<file path="config.mk">
export PLATFORM = sky130hd
export DESIGN_NAME = romanized_to_hangul_syllable
export DESIGN_NICKNAME = d
export VERILOG_FILES = /design/src/hdl/rths_pkg.sv /design/src/hdl/rths_vow_lane.sv /design/src/hdl/rths_tail_lane.sv /design/src/hdl/rths_merge.sv /design/src/hdl/romanized_to_hangul_syllable.sv
export VERILOG_INCLUDE_DIRS = /design/src /design/src/hdl
export SDC_FILE = /design/constraint.sdc
export NUM_CORES = 1
export LEC_CHECK = 0
export BUFFER_PORTS_ARGS = -buffer_cell sky130_fd_sc_hd__buf_2
export CAP_MARGIN = 5
export CORE_MARGIN = 2
export CORE_UTILIZATION = 62
export DETAILED_ROUTE_END_ITERATION = 12
export GPL_ROUTABILITY_DRIVEN = 0
export PLACE_DENSITY = 0.87
export SYNTH_ARGS = -nofsm -noshare
export SYNTH_HDL_FRONTEND = slang
export SYNTH_SLANG_ARGS = --single-unit
</file>
<file path="constraint.sdc">
create_clock -name clk -period 5.9 [get_ports clk]
set_input_delay 0.295 -clock clk [delete_from_list [all_inputs] [get_ports clk]]
set_output_delay 0.295 -clock clk [all_outputs]
set_load 0.005 [all_outputs]
</file>
<file path="src/hdl/romanized_to_hangul_syllable_defines.svh">
// assertion macros for the romanized to hangul syllable block
`ifndef ROMANIZED_TO_HANGUL_SYLLABLE_DEFINES_SVH
`define ROMANIZED_TO_HANGUL_SYLLABLE_DEFINES_SVH

// same-cycle implication, disabled while reset is low
`define RTHS_ASSERT_IMPLY(lbl, clk, rst_n, ante, cons) \
	lbl: assert property (@(posedge clk) disable iff (!(rst_n)) (ante) |-> (cons)) \
		else $error("rths: implication check failed");

// delayed implication, disabled while reset is low
`define RTHS_ASSERT_LATER2(lbl, clk, rst_n, ante, cons) \
	lbl: assert property (@(posedge clk) disable iff (!(rst_n)) (ante) |-> ##2 (cons)) \
		else $error("rths: delayed check failed");

`endif

</file>
<file path="src/hdl/rths_pkg.sv">
// types, constants and jamo match functions for the hangul syllable block
package rths_pkg;

	localparam int VOW_LANES  = 3;
	localparam int TAIL_LANES = 5;

	localparam logic [15:0] SYL_BASE   = 16'd44032;
	localparam logic [15:0] LEAD_SPAN  = 16'd588;
	localparam logic [15:0] VOWEL_SPAN = 16'd28;

	// result of one jamo match: hit flag, jamo index, bytes consumed
	typedef struct packed {
		logic       hit;
		logic [4:0] idx;
		logic [1:0] adv;
	} match_t;

	function automatic match_t mk(input logic [4:0] idx, input logic [1:0] adv);
		match_t m;
		m.hit = 1'b1;
		m.idx = idx;
		m.adv = adv;
		return m;
	endfunction

	function automatic logic [7:0] upcase(input logic [7:0] c);
		logic [7:0] r;
		r = c;
		if (c >= 8'h61 && c <= 8'h7A)
			r = c - 8'h20;
		return r;
	endfunction

	// lead consonant, longest patterns first; a vowel letter gives the silent lead
	function automatic match_t lead_match(input logic [7:0] c0, input logic [7:0] c1);
		match_t m;
		m = '0;
		if      ({c0, c1} == "GG") m = mk(5'd2, 2'd2);
		else if ({c0, c1} == "DD") m = mk(5'd5, 2'd2);
		else if ({c0, c1} == "BB") m = mk(5'd9, 2'd2);
		else if ({c0, c1} == "SS") m = mk(5'd11, 2'd2);
		else if ({c0, c1} == "JJ") m = mk(5'd14, 2'd2);
		else if (c0 == "G") m = mk(5'd1, 2'd1);
		else if (c0 == "N") m = mk(5'd3, 2'd1);
		else if (c0 == "D") m = mk(5'd4, 2'd1);
		else if (c0 == "R") m = mk(5'd6, 2'd1);
		else if (c0 == "M") m = mk(5'd7, 2'd1);
		else if (c0 == "B") m = mk(5'd8, 2'd1);
		else if (c0 == "S") m = mk(5'd10, 2'd1);
		else if (c0 == "J") m = mk(5'd13, 2'd1);
		else if (c0 == "C") m = mk(5'd15, 2'd1);
		else if (c0 == "K") m = mk(5'd16, 2'd1);
		else if (c0 == "T") m = mk(5'd17, 2'd1);
		else if (c0 == "P") m = mk(5'd18, 2'd1);
		else if (c0 == "H") m = mk(5'd19, 2'd1);
		else if (c0 == "A" || c0 == "Y" || c0 == "E" || c0 == "O" ||
			c0 == "W" || c0 == "U" || c0 == "I")
			m = mk(5'd12, 2'd0);
		return m;
	endfunction

	// medial vowel, three-letter patterns first
	function automatic match_t vow_match(input logic [7:0] c0, input logic [7:0] c1,
		input logic [7:0] c2);
		match_t m;
		m = '0;
		if      ({c0, c1, c2} == "YAE") m = mk(5'd4, 2'd3);
		else if ({c0, c1, c2} == "YEO") m = mk(5'd7, 2'd3);
		else if ({c0, c1, c2} == "WAE") m = mk(5'd11, 2'd3);
		else if ({c0, c1, c2} == "WEO") m = mk(5'd15, 2'd3);
		else if ({c0, c1} == "AE") m = mk(5'd2, 2'd2);
		else if ({c0, c1} == "YA") m = mk(5'd3, 2'd2);
		else if ({c0, c1} == "EO") m = mk(5'd5, 2'd2);
		else if ({c0, c1} == "YE") m = mk(5'd8, 2'd2);
		else if ({c0, c1} == "WA") m = mk(5'd10, 2'd2);
		else if ({c0, c1} == "OE") m = mk(5'd12, 2'd2);
		else if ({c0, c1} == "YO") m = mk(5'd13, 2'd2);
		else if ({c0, c1} == "WE") m = mk(5'd16, 2'd2);
		else if ({c0, c1} == "WI") m = mk(5'd17, 2'd2);
		else if ({c0, c1} == "YU") m = mk(5'd18, 2'd2);
		else if ({c0, c1} == "EU") m = mk(5'd19, 2'd2);
		else if ({c0, c1} == "YI") m = mk(5'd20, 2'd2);
		else if (c0 == "A") m = mk(5'd1, 2'd1);
		else if (c0 == "E") m = mk(5'd6, 2'd1);
		else if (c0 == "O") m = mk(5'd9, 2'd1);
		else if (c0 == "U") m = mk(5'd14, 2'd1);
		else if (c0 == "I") m = mk(5'd21, 2'd1);
		return m;
	endfunction

	// final consonant; an empty string here is a hit with index zero
	function automatic match_t tail_match(input logic [7:0] c0, input logic [7:0] c1);
		match_t m;
		m = '0;
		if      (c0 == 8'h00) m = mk(5'd0, 2'd0);
		else if ({c0, c1} == "GG") m = mk(5'd2, 2'd2);
		else if ({c0, c1} == "GS") m = mk(5'd3, 2'd2);
		else if ({c0, c1} == "NJ") m = mk(5'd5, 2'd2);
		else if ({c0, c1} == "NH") m = mk(5'd6, 2'd2);
		else if ({c0, c1} == "LG") m = mk(5'd9, 2'd2);
		else if ({c0, c1} == "LM") m = mk(5'd10, 2'd2);
		else if ({c0, c1} == "LB") m = mk(5'd11, 2'd2);
		else if ({c0, c1} == "LS") m = mk(5'd12, 2'd2);
		else if ({c0, c1} == "LT") m = mk(5'd13, 2'd2);
		else if ({c0, c1} == "LP") m = mk(5'd14, 2'd2);
		else if ({c0, c1} == "LH") m = mk(5'd15, 2'd2);
		else if ({c0, c1} == "BS") m = mk(5'd18, 2'd2);
		else if ({c0, c1} == "SS") m = mk(5'd20, 2'd2);
		else if ({c0, c1} == "NG") m = mk(5'd21, 2'd2);
		else if (c0 == "G") m = mk(5'd1, 2'd1);
		else if (c0 == "N") m = mk(5'd4, 2'd1);
		else if (c0 == "D") m = mk(5'd7, 2'd1);
		else if (c0 == "L") m = mk(5'd8, 2'd1);
		else if (c0 == "M") m = mk(5'd16, 2'd1);
		else if (c0 == "B") m = mk(5'd17, 2'd1);
		else if (c0 == "S") m = mk(5'd19, 2'd1);
		else if (c0 == "J") m = mk(5'd22, 2'd1);
		else if (c0 == "C") m = mk(5'd23, 2'd1);
		else if (c0 == "K") m = mk(5'd24, 2'd1);
		else if (c0 == "T") m = mk(5'd25, 2'd1);
		else if (c0 == "P") m = mk(5'd26, 2'd1);
		else if (c0 == "H") m = mk(5'd27, 2'd1);
		return m;
	endfunction

endpackage

</file>
<file path="src/hdl/rths_vow_lane.sv">
// vowel matcher lane at one fixed start position
module rths_vow_lane (
	input  logic [7:0]       c0,
	input  logic [7:0]       c1,
	input  logic [7:0]       c2,
	output rths_pkg::match_t m
);
	import rths_pkg::*;

	// table match on three uppercased bytes
	always_comb begin
		m = vow_match(c0, c1, c2);
	end

endmodule

</file>
<file path="src/hdl/rths_tail_lane.sv">
// final consonant matcher lane at one fixed start position
module rths_tail_lane (
	input  logic [7:0]       c0,
	input  logic [7:0]       c1,
	output rths_pkg::match_t m
);
	import rths_pkg::*;

	// table match on two uppercased bytes
	always_comb begin
		m = tail_match(c0, c1);
	end

endmodule

</file>
<file path="src/hdl/rths_merge.sv">
// picks the lanes along the parse path and composes the code point
module rths_merge (
	input  rths_pkg::match_t  lead,
	input  rths_pkg::match_t  vow  [rths_pkg::VOW_LANES],
	input  rths_pkg::match_t  tail [rths_pkg::TAIL_LANES],
	output logic              ok,
	output logic [15:0]       code
);
	import rths_pkg::*;

	match_t     v_sel;
	match_t     t_sel;
	logic [2:0] tail_pos;
	logic [15:0] lead_off;
	logic [15:0] vow_off;

	// vowel lane chosen by the lead length
	always_comb begin
		case (lead.adv)
			2'd1:    v_sel = vow[1];
			2'd2:    v_sel = vow[2];
			default: v_sel = vow[0];
		endcase
	end

	// tail lane chosen by lead plus vowel length
	assign tail_pos = {1'b0, lead.adv} + {1'b0, v_sel.adv};

	always_comb begin
		case (tail_pos)
			3'd2:    t_sel = tail[1];
			3'd3:    t_sel = tail[2];
			3'd4:    t_sel = tail[3];
			3'd5:    t_sel = tail[4];
			default: t_sel = tail[0];
		endcase
	end

	// syllable arithmetic
	assign lead_off = 16'(lead.idx - 5'd1) * LEAD_SPAN;
	assign vow_off  = 16'(v_sel.idx - 5'd1) * VOWEL_SPAN;
	assign ok       = lead.hit & v_sel.hit & t_sel.hit;
	assign code     = ok ? (SYL_BASE + lead_off + vow_off + 16'(t_sel.idx)) : 16'd0;

endmodule

</file>
<file path="src/hdl/romanized_to_hangul_syllable.sv">
// romanized syllable to hangul code point: lanes, registered matches, merge
// a beat taken at start reaches strobe via the valid_s1 and valid_s2 registers
// throughput: one beat per cycle; busy is never raised and there is no stall
// stage 1 runs all vowel and tail lanes at every possible position, stage 2 merges
// reset: arst_n clears the stage valid flags at once; no result is shown until
// a new beat has passed both stages
module romanized_to_hangul_syllable (
	input  logic        clk,
	input  logic        arst_n,
	input  logic        start,
	output logic        busy,
	input  logic [7:0]  char_0,
	input  logic [7:0]  char_1,
	input  logic [7:0]  char_2,
	input  logic [7:0]  char_3,
	input  logic [7:0]  char_4,
	input  logic [7:0]  char_5,
	input  logic [7:0]  char_6,
	output logic        strobe,
	output logic [15:0] code_point,
	output logic        valid_res
);
	import rths_pkg::*;

	`include "romanized_to_hangul_syllable_defines.svh"

	logic [7:0]  up [7];
	match_t      lead_c;
	match_t      vow_c  [VOW_LANES];
	match_t      tail_c [TAIL_LANES];
	match_t      lead_s1;
	match_t      vow_s1  [VOW_LANES];
	match_t      tail_s1 [TAIL_LANES];
	logic        valid_s1;
	logic        ok_c;
	logic [15:0] code_c;
	logic        valid_s2;
	logic        ok_s2;
	logic [15:0] code_s2;

	assign busy = 1'b0;

	// uppercase the incoming bytes
	assign up[0] = upcase(char_0);
	assign up[1] = upcase(char_1);
	assign up[2] = upcase(char_2);
	assign up[3] = upcase(char_3);
	assign up[4] = upcase(char_4);
	assign up[5] = upcase(char_5);
	assign up[6] = upcase(char_6);

	// lead is always at position zero
	assign lead_c = lead_match(up[0], up[1]);

	// vowel lanes at positions zero to two
	for (genvar g = 0; g < VOW_LANES; g++) begin : g_vow
		rths_vow_lane u_vow (
			.c0 (up[g]),
			.c1 (up[g + 1]),
			.c2 (up[g + 2]),
			.m  (vow_c[g])
		);
	end

	// tail lanes at positions one to five
	for (genvar g = 0; g < TAIL_LANES; g++) begin : g_tail
		rths_tail_lane u_tail (
			.c0 (up[g + 1]),
			.c1 (up[g + 2]),
			.m  (tail_c[g])
		);
	end

	// stage 1 valid
	always_ff @(posedge clk or negedge arst_n) begin
		if (!arst_n) begin
			valid_s1 <= 1'b0;
		end else begin
			valid_s1 <= start & ~busy;
		end
	end

	// stage 1 lane results
	always_ff @(posedge clk) begin
		lead_s1 <= lead_c;
		vow_s1  <= vow_c;
		tail_s1 <= tail_c;
	end

	rths_merge u_merge (
		.lead (lead_s1),
		.vow  (vow_s1),
		.tail (tail_s1),
		.ok   (ok_c),
		.code (code_c)
	);

	// stage 2 valid
	always_ff @(posedge clk or negedge arst_n) begin
		if (!arst_n) begin
			valid_s2 <= 1'b0;
		end else begin
			valid_s2 <= valid_s1;
		end
	end

	// stage 2 result beat
	always_ff @(posedge clk) begin
		ok_s2   <= ok_c;
		code_s2 <= code_c;
	end

	assign strobe     = valid_s2;
	assign valid_res  = valid_s2 & ok_s2;
	assign code_point = valid_s2 ? code_s2 : 16'd0;

	// checks
	`RTHS_ASSERT_LATER2(a_beat_to_result, clk, arst_n, start && !busy, strobe)
	`RTHS_ASSERT_IMPLY(a_valid_has_strobe, clk, arst_n, valid_res, strobe)
	`RTHS_ASSERT_IMPLY(a_fail_zero, clk, arst_n, strobe && !valid_res, code_point == 16'd0)
	`RTHS_ASSERT_IMPLY(a_ok_range, clk, arst_n, valid_res,
		code_point >= 16'hAC00 && code_point <= 16'hD7A3)

endmodule
</file>
==> metrics.yaml, run 1 <==
run_status:
  status: "complete, no violations"
synthesis:
  synth_area_um2: 9190
  synth_edf_count: 0
  async_reset_ff_share_pct: 2.47
  synth_seq_area_share_pct: 17.7
  synth.area.top_cells: "dfxtp_1 17%, ha_1 9.3%, nand2_1 5.5%, nor2_1 5.0%, o21ai_0 5.0%"
  synth.distinct_cells: 79
  synth.net_count: 1453
  yosys_warnings: 0
  synth_cells: 1309
  synthTopCellsByCount: "135 x nand2_1, 123 x nor2_1, 93 x inv_1, 91 x o21ai_0, 83 x a21oi_1"
  avgSynthCellArea_um2: 7.02
  synth-main-ff-cell: "dfxtp_1"
  synth_top_area_share_pct: 17.2
  synth_seq_cells: 81
  yosysMostFrequentCell: "nand2_1"
  synth_top_cell_by_area: "dfxtp_1"
timing:
  hold_viol: 0
  report.final.slew_viol_count: 0
  timing.final.crit_share_pct: 93.0
  min_period_ns: 5.49
  relSlewSlack_pct: 22.7
  timing.final.ws_setup_ns: 0.410
  setup_violations: 0
  holdWs_ns: 0.0614
  max_freq_ghz: 0.182
  tightest_slew_ns: 1.15
  tns_ns: 0
  skew_ns: 0.00827
global_routing:
  grt_start_max_net_pins: 25
  antenna_found_initial: 0
  grt_first_pass_wirelength_um: 41200
  grt_pass1_vias: 9006
  track_usage_pct: 30.4
  grt_overflow: 0
final_layout:
  drive_above_1_share_pct: 9.22
  num-nets-final: 1484
  insertedDiodeCount: 0
  synthToLayoutAreaGrowth_pct: 8.17
placement:
  dp_slack_ns: 0.267
  portBuffers: 76
  hpwlAfterDp_um: 18800
cts:
  cts_sinks: 81
  h-tree-depth: 3
  clock_latency_ns: 0.34
  numCtsBuffers: 9
  cts_root_buf: "clkbuf_16"
  clockBufferDepth: 2
  clkTransAtPathRegs_ns: 0.06
  cts_tree: "yes"
power:
  p_per_area_nw_per_um2: 364
  p_leak_nw: 4.14
  intPower_mw: 2.00
  peakVddDrop_mv: 0.418
  p_switching_mw: 1.62
  pwr-share-seq_pct: 15.6
  swShare_pct: 44.7
  pwr-share-comb_pct: 68.5
  p_clk_share_pct: 15.9
floorplan:
  rows: 44
  design.portCount: 78
  fp.dieH_um: 126
  die_area_um2: 15800
  initial_core_util_pct: 63.2
  coreArea_um2: 14500
  die_w_um: 126
routing:
  viasPerCell: 6.63
  wl_per_cell_um: 16.2
  num_vias: 10100
  first_pass_iters: 6
  totalWireLength_um: 24800
  ant_nets: 0
  drt_iter0_markers: 1139
  drc: 0
worst_hold_path:
  holdPathStages: 1
  hp-class: "input port to flip-flop"
  hold_start: "start"
  min_to: "valid_s1"
setup_path:
  crit_type: "flip-flop to flip-flop"
  rrSetupSlack_ns: 0.41
  arrival_ns: 5.67
  rr_worst_depth: 21
  startpoint_type: "flip-flop"
  crit_required_ns: 6.08
  rr_startpoint: "lead_s1[2]"
  cp-end-kind: "flip-flop"
  crit_fanout: 6
  critPathLaunch: "lead_s1[2]"
  rr_endpoint: "code_s2[15]"
flow_run:
  max-cap-violations: 0
## sequential cells by signal, summed over array words and instances (netlist names)
| signal | count |
|---|---|
| code_s2 | 16 |
| lead_s1 | 8 |
| ok_s2 | 1 |
| strobe | 1 |
| tail_s1 | 30 |
| valid_s1 | 1 |
| vow_s1 | 24 |
## per-layer routing
layer / routed length [µm] / global-route usage, % / vias to the layer above
met4: 938 / 12.7 / 0
met5: 0 / 0 / -
li1: - / - / 4840
met1: 10200 / 39.5 / 4634
met3: 1860 / 3.78 / 97
met2: 11800 / 51.1 / 563
## cells by family after synthesis
logic type,Yosys count,synth area share (%)
simple gates,553,29.8
mux,15,1.65
fa+ha+maj,87,13.2
other cells,1,0.0408
xor+xnor,42,4.00
buf+inv,156,6.45
compound gates,374,27.1
flops,81,17.7
## critical path: stages, from the launching register on
cell and delay [ns]:
dfxtp_1 0.36, or3_1 0.36, or3_4 0.42, inv_1 0.18, ha_1 0.28, ha_1 0.29, inv_1 0.05, fa_1 0.52
inv_1 0.04, ha_1 0.32, a21oi_1 0.23, o21bai_1 0.09, a21oi_1 0.21, o21ai_0 0.18, or4_1 0.42, nand3_1 0.10
ha_1 0.24, ha_1 0.21, or3_1 0.30, o31ai_1 0.25, o21ai_0 0.12, nor3b_1 0.15
## what timing repair did
item | 4_1_cts | 5_1_grt
endpoints found under the setup margin | 0 | 4
hold buffers | 1 | 0
endpoints found under the hold margin | 2 | 0
buffers inserted | 0 | 2
gates resized for setup | 0 | 6
## worst max path at each step
stage | end | slack, ns
after floorplan | code_s2[15] | 0.66
after global placement | code_s2[15] | 0.42
after detailed placement | code_s2[14] | 0.27
after CTS | code_s2[14] | 0.24
after global routing | code_s2[15] | -0.005
final | code_s2[15] | 0.41
## placed cells by master (no fill, tap or decap), types with 17 or more instances in the layout
master      n
a211oi_1   22
a21o_1     18
a21oi_1    83
and2_1     29
buf_2      76
dfxtp_1    79
fa_1       17
ha_1       68
inv_1      93
nand2_1   135
nand2b_1   20
nand3_1    51
nand4_1    21
nor2_1    123
nor2b_1    28
nor3_1     55
o211ai_1   17
o21ai_0    90
or3_1      18
xnor2_1    19
xor2_1     22
## layout make-up
cell class / instances / area [µm²]
clock buffers: 9 / 225
repair buffers: 81 / 420
inverters: 95 / 357
well taps: 184 / 230
clock inverters: 7 / 86.3
multi-input cells: 1072 / 6990
fillers: 1229 / 4590
flip-flops and latches: 81 / 1630
## power by group through the flow
stage	logic (mW)	clock network, mW	registers (mW)
3_3_place_gp	2.36	0	0.577
6_report	2.48	0.577	0.565
2_1_floorplan	2.01	0	0.575
4_1_cts	2.47	0.585	0.565
3_5_place_dp	2.43	0	0.577
5_1_grt	2.81	0.602	0.566
## through the flow
step	utilization (%)	instances	instance area (µm²)	power, mW
floorplan	-	1309	9190	2.59
global placement	65.9	1510	9580	2.94
detailed placement	65.9	1510	9580	3.01
CTS	68.1	1527	9900	3.62
global route	68.4	1529	9940	3.98
finish	68.4	1529	9940	3.62
No activity file was read; power rests on OpenSTA's default activity.
==> run 2: changes to the inputs <==
--- a/config.mk
+++ b/config.mk
@@ -8,11 +8,12 @@
 export LEC_CHECK = 0
 export BUFFER_PORTS_ARGS = -buffer_cell sky130_fd_sc_hd__buf_2
 export CAP_MARGIN = 5
+export CORE_ASPECT_RATIO = 0.75
 export CORE_MARGIN = 2
-export CORE_UTILIZATION = 62
+export CORE_UTILIZATION = 60
 export DETAILED_ROUTE_END_ITERATION = 12
 export GPL_ROUTABILITY_DRIVEN = 0
-export PLACE_DENSITY = 0.87
+export PLACE_DENSITY = 0.85
 export SYNTH_ARGS = -nofsm -noshare
 export SYNTH_HDL_FRONTEND = slang
 export SYNTH_SLANG_ARGS = --single-unit
==> run 2 against run 1 <==
Die area increased by 3.3%. Clock skew increased by 0.00093 ns. Core utilization down 2.7 points. Critical path type unchanged. Largest power group unchanged.
==> metrics.yaml, run 2 (synthesized netlist as in run 1, its figures left out) <==
final_layout:
  largest_reg_flops: 30  # unchanged
  mostFrequentLayoutCells: "135 x nand2_1, 123 x nor2_1, 93 x inv_1"
  design_area_um2: 9930  # about the same
  drive_above_1_share_pct: 8.78  # -0.44 points
  synthToLayoutAreaGrowth_pct: 8.07  # about the same
  final_common_cell: "nand2_1"
  num-nets-final: 1483  # -0.067%
  reg_top3: "tail_s1 (30), vow_s1 (24), code_s2 (16)"
  insertedDiodeCount: 0  # unchanged
  regMostFlops: "tail_s1"
global_routing:
  antenna_found_initial: 0  # unchanged
  grt_first_pass_wirelength_um: 42700  # +3.6%
  grt_overflow: 0  # unchanged
  track_usage_pct: 30.8  # +0.47 points
  grt_pass1_vias: 9038  # +0.36%
  grt_start_max_net_pins: 25  # unchanged
setup_path:
  cpMostUsedCell: "ha_1"
  worstPathCellList: "inv_1 -> ha_1 -> nor2b_1 -> or2_2 -> ha_1 -> xnor2_1 -> inv_1 -> fa_1 -> inv_1 -> ha_1 -> a21o_1 -> a21oi_1 -> xnor2_1 -> ha_1 -> ha_1 -> o21a_1 -> o31a_1 -> o211ai_1 -> a21oi_1 -> o31ai_1 -> o21ai_0 -> nor3b_1"
  cp-end-kind: "flip-flop"
  startpoint_type: "flip-flop"
  rrSetupSlack_ns: 0.38  # -0.03 ns
  crit_fanout: 13  # +7
  crit_required_ns: 6.13  # +0.05 ns
  arrival_ns: 5.75  # +0.08 ns
  slowest_stage: "fa_1"
  crit_type: "flip-flop to flip-flop"
  critical_path.max_stage_delay_ns: 0.51  # about the same
power:
  p_clk_share_pct: 15.4  # -0.5 points
  p_switching_mw: 1.65  # +1.8%
  pwr-share-comb_pct: 69.2  # +0.7 points
  p_leak_nw: 4.13  # -0.28%
  swShare_pct: 45.1  # +0.38 points
  peakVddDrop_mv: 0.510  # +22%
  p_per_area_nw_per_um2: 368  # +1.0%
  intPower_mw: 2.01  # +0.26%
  pwr-share-seq_pct: 15.5  # about the same
floorplan:
  die_w_um: 147  # +17%
  initial_core_util_pct: 60.8  # -2.5 points
  design.portCount: 78  # unchanged
  rows: 39  # -11%
  coreArea_um2: 15100  # +4.1%
  die_area_um2: 16300  # +3.3%
  fp.dieH_um: 111  # -12%
routing:
  wl_per_cell_um: 16.4  # +1.4%
  totalWireLength_um: 25500  # +2.7%
  viasPerCell: 6.58  # -0.72%
  num_vias: 10200  # +0.58%
  drc: 0  # unchanged
  ant_nets: 0  # unchanged
  first_pass_iters: 6  # unchanged
  drt_iter0_markers: 1466  # +29%
run_status:
  status: "complete, no violations"
timing:
  tightest_slew_ns: 1.29  # +0.137 ns
  rsz0062_at_grt: "no"
  tns_ns: 0  # unchanged
  hold_viol: 0  # unchanged
  relSlewSlack_pct: 13.7  # -9.0 points
  skew_ns: 0.00920  # +0.000925 ns
  timing.final.crit_share_pct: 93.6  # +0.56 points
  report.final.slew_viol_count: 0  # unchanged
  min_period_ns: 5.52  # +0.0329 ns
  max_freq_ghz: 0.181  # -0.60%
  setup_violations: 0  # unchanged
cts:
  post-cts-setup-buffers: 0  # unchanged
  clockBufferDepth: 2  # unchanged
  cts_root_buf: "clkbuf_16"
  numCtsBuffers: 9  # unchanged
  clock_latency_ns: 0.34  # about the same
  h-tree-depth: 3  # unchanged
  cts_tree: "yes"
  clkTransAtPathRegs_ns: 0.06  # about the same
  cts_sinks: 81  # unchanged
placement:
  place_area_um2: 9620  # +0.35%
  portBuffers: 76  # unchanged
  hpwlAfterDp_um: 19500  # +3.7%
worst_hold_path:
  hp-class: "input port to flip-flop"
flow_run:
  max-cap-violations: 0  # unchanged
[run 2: final timing paths]
| kind | from | end | depth (start not counted) |
|---|---|---|---|
| setup / recovery | lead_s1[0] | code_s2[15] | 22 |
| hold / removal | start | valid_s1 | 1 |
| setup reg to reg | lead_s1[0] | code_s2[15] | 22 |
| hold reg to reg | valid_s1 | strobe | 0 |
| max in group asynchronous | arst_n | valid_s1 | 2 |
| min in group asynchronous | arst_n | strobe | 2 |
[run 2: cell type report]
class	count	area, µm²
clock inverters	5	63.8
clock buffers	11	243
well taps	205	256
fillers	1336	5190
multi-input cells	1072	6970
flip-flops and latches	81	1630
repair buffers	80	413
inverters	95	357
[run 2: power groups by stage]
stage	Clock, mW	Combinational, mW	Sequential [mW]
6_report	0.562	2.53	0.566
5_1_grt	0.591	2.89	0.567
4_1_cts	0.566	2.50	0.566
3_5_place_dp	0	2.47	0.578
3_3_place_gp	0	2.36	0.577
2_1_floorplan	0	2.01	0.575
[run 2: through the flow]
step	util [%]	power [mW]	hold WS, ns	worst slack, ns	cells
after CTS	65.7	3.63	0.0619	0.270	1549
after detailed placement	63.6	3.05	0.0829	0.298	1532
after global routing	65.7	4.05	0.0603	0.00198	1549
final	65.7	3.66	0.0638	0.377	1549
after global placement	63.6	2.94	0.0785	0.562	1532
after floorplan	-	2.59	-0.000591	0.662	1309
[run 2: what timing repair did]
action	4_1_cts	5_1_grt
setup endpoints to repair	0	3
hold buffers	1	0
gates resized for setup	0	2
hold endpoints to repair	2	0
[run 2: per-layer routing]
metal	vias up	share of wire (%)	global-route usage (%)
li1	4841	-	-
met1	4606	43	43.5
met2	658	43	48.0
met3	88	11	6.54
met4	0	2.6	7.95
met5	-	0	0
[run 2: worst max-delay path, delay by kind of cell, from the launching register on]
kind / cells / cell delay [ns]
buf+inv: 3 / 0.24
xor+xnor: 2 / 0.51
simple gates: 3 / 0.68
flops: 1 / 0.36
fa+ha+maj: 6 / 2.09
compound gates: 8 / 1.50
==> run 3: changes to the inputs <==
--- a/config.mk
+++ b/config.mk
@@ -11,6 +11,7 @@
 export CORE_ASPECT_RATIO = 0.75
 export CORE_MARGIN = 2
 export CORE_UTILIZATION = 60
+export CTS_CLUSTER_DIAMETER = 60
 export DETAILED_ROUTE_END_ITERATION = 12
 export GPL_ROUTABILITY_DRIVEN = 0
 export PLACE_DENSITY = 0.85
==> constraint.sdc (replaced) <==
create_clock -name clk -period 5.9 [get_ports clk]
set_input_delay 0.885 -clock clk [delete_from_list [all_inputs] [get_ports clk]]
set_output_delay 0.885 -clock clk [all_outputs]
set_load 0.005 [all_outputs]
==> run 3 against run 2 <==
Core utilization rose by 0.27 points. Combinational power barely moved. Sequential share of layout area fell by 0.068 points. Clock skew rose by 0.0023 ns. Fmax barely moved. Clock power rose by 7.1%. Worst setup slack improved by 0.0029 ns.
==> metrics.yaml, run 3 (synthesized netlist as in run 1, its figures left out) <==
final_layout:
  insertedDiodeCount: 0  # unchanged
  regMostFlops: "tail_s1"
  fill_cells: 1337  # +0.075%
  largest_reg_flops: 30  # unchanged
  multi_input_area_um2: 6980  # about the same
  num-nets-final: 1485  # +0.13%
  mostFrequentLayoutCells: "135 x nand2_1, 123 x nor2_1, 93 x inv_1"
  synthToLayoutAreaGrowth_pct: 8.52
  final_common_cell: "nand2_1"
  reg_top3: "tail_s1 (30), vow_s1 (24), code_s2 (16)"
  drive_above_1_share_pct: 9.06  # +0.28 points
  final_util_pct: 65.9  # +0.27 points
  register_area_um2: 1630  # unchanged
  final_cells: 1551  # +0.13%
setup_path:
  crit_required_ns: 6.12  # about the same
  cpMostUsedCell: "ha_1"
  cp-end-kind: "flip-flop"
  arrival_ns: 5.74  # about the same
  crit_fanout: 13  # unchanged
  startpoint_type: "flip-flop"
  worstPathCellList: "inv_1 -> ha_1 -> nor2b_1 -> or2_2 -> ha_1 -> xnor2_1 -> inv_1 -> fa_1 -> inv_1 -> fa_1 -> a21o_1 -> a21oi_1 -> xnor2_1 -> ha_1 -> ha_1 -> or3_1 -> o21ai_0 -> nor3_1 -> o31ai_1 -> xor2_1 -> nor2_1"
  rr_startpoint: "lead_s1[0]"
  critPathLaunch: "lead_s1[0]"
  crit_type: "flip-flop to flip-flop"
  worst-path-buf-inv: 3  # unchanged
  cp_top_family: "adder cells"
  critical_path.max_stage_delay_ns: 0.52  # about the same
  slowest_stage: "fa_1"
placement:
  portBuffers: 76  # unchanged
  dp_slack_ns: 0.320  # +0.0216 ns
  placed_cells: 1533  # +0.065%
  hpwlAfterDp_um: 19600  # +0.73%
cts:
  clkTransAtPathRegs_ns: 0.06  # about the same
  postCtsHoldBufs: 0  # -1
  numCtsBuffers: 9  # unchanged
  cts_tree: "yes"
  clock_latency_ns: 0.33  # about the same
  cts_root_buf: "clkbuf_16"
  clockBufferDepth: 2  # unchanged
  cts_sinks: 81  # unchanged
  h-tree-depth: 3  # unchanged
timing:
  max_freq_ghz: 0.181  # about the same
  tns_ns: 0  # unchanged
  rsz0062_at_grt: "no"
  hold_viol: 0  # unchanged
  timing.final.ws_setup_ns: 0.380  # +0.00286 ns
  skew_ns: 0.0115  # +0.00227 ns
  min_period_ns: 5.52  # -0.00286 ns
  setup_violations: 0  # unchanged
  timing.final.crit_share_pct: 93.6  # about the same
  tightest_slew_ns: 1.10  # -0.190 ns
  report.final.slew_viol_count: 0  # unchanged
  holdWs_ns: 0.327  # +0.263 ns
  relSlewSlack_pct: 24.6  # +11 points
run_status:
  status: "complete, no violations"
routing:
  ant_nets: 0  # unchanged
  wl_per_cell_um: 16.3  # -0.85%
  viasPerCell: 6.52  # -0.98%
  num_vias: 10100  # -0.85%
  first_pass_iters: 8  # +2
  drc: 0  # unchanged
  totalWireLength_um: 25300  # -0.72%
  drt_iter0_markers: 1485  # +1.3%
floorplan:
  initial_core_util_pct: 60.8  # unchanged
  design.portCount: 78  # unchanged
  die_w_um: 147  # unchanged
  fp.dieH_um: 111  # unchanged
  rows: 39  # unchanged
  die_area_um2: 16300  # unchanged
  coreArea_um2: 15100  # unchanged
global_routing:
  grt_start_max_net_pins: 25  # unchanged
  track_usage_pct: 30.4  # -0.41 points
  antenna_found_initial: 0  # unchanged
  grt_pass1_vias: 8894  # -1.6%
  grt_first_pass_wirelength_um: 42200  # -1.2%
  grt_overflow: 0  # unchanged
flow_run:
  max-cap-violations: 0  # unchanged
worst_hold_path:
  hp-class: "input port to asynchronous set/reset pin"
power:
  p_leak_nw: 4.14  # +0.40%
  peakVddDrop_mv: 0.534  # +4.6%
  p_per_area_nw_per_um2: 372  # +1.2%
## run 3: area by class of cell
| cell class | count | share of cell area (%) |
|---|---|---|
| clock buffer | 11 | 2.43 |
| timing repair buffer | 82 | 4.26 |
| inverter | 95 | 3.57 |
| sequential | 81 | 16.4 |
| clock inverter | 5 | 0.878 |
| multi-input combinational | 1072 | 69.9 |
| tap | 205 | 2.57 |
## run 3: power breakdown
part | total, mW | internal [mW] | switching [mW]
combinational | 2.55 | 1.12 | 1.43
sequential | 0.566 | 0.559 | 0.00646
clock | 0.602 | 0.386 | 0.216
total | 3.71 | 2.06 | 1.65
## run 3: repair_timing
action | CTS | global route
buffers inserted | 0 | 2
resized for setup | 0 | 3
setup endpoints to repair | 0 | 3
## run 3: routing by layer
layer / share of wire (%) / global-route usage [%]
met5: 0 / 0
met4: 2.4 / 7.56
met3: 11 / 7.04
met2: 43 / 47.6
met1: 43 / 42.5
## run 3: stage by stage
stage	instance area (µm²)	total power [mW]
2_1_floorplan	9190	2.59
3_3_place_gp	9620	2.94
3_5_place_dp	9620	3.04
4_1_cts	9950	3.68
5_1_grt	9980	4.11
6_report	9980	3.71
## run 3: worst paths after layout
| kind | end | slack, ns | cells past startpoint |
|---|---|---|---|
| max | code_s2[14] | 0.38 | 21 |
| min | strobe | 0.33 | 1 |
| max reg2reg | code_s2[14] | 0.38 | 21 |
| min reg2reg | strobe | 0.36 | 0 |
| max in group asynchronous | valid_s1 | 5.48 | 1 |
| min in group clk | strobe | 0.36 | 0 |
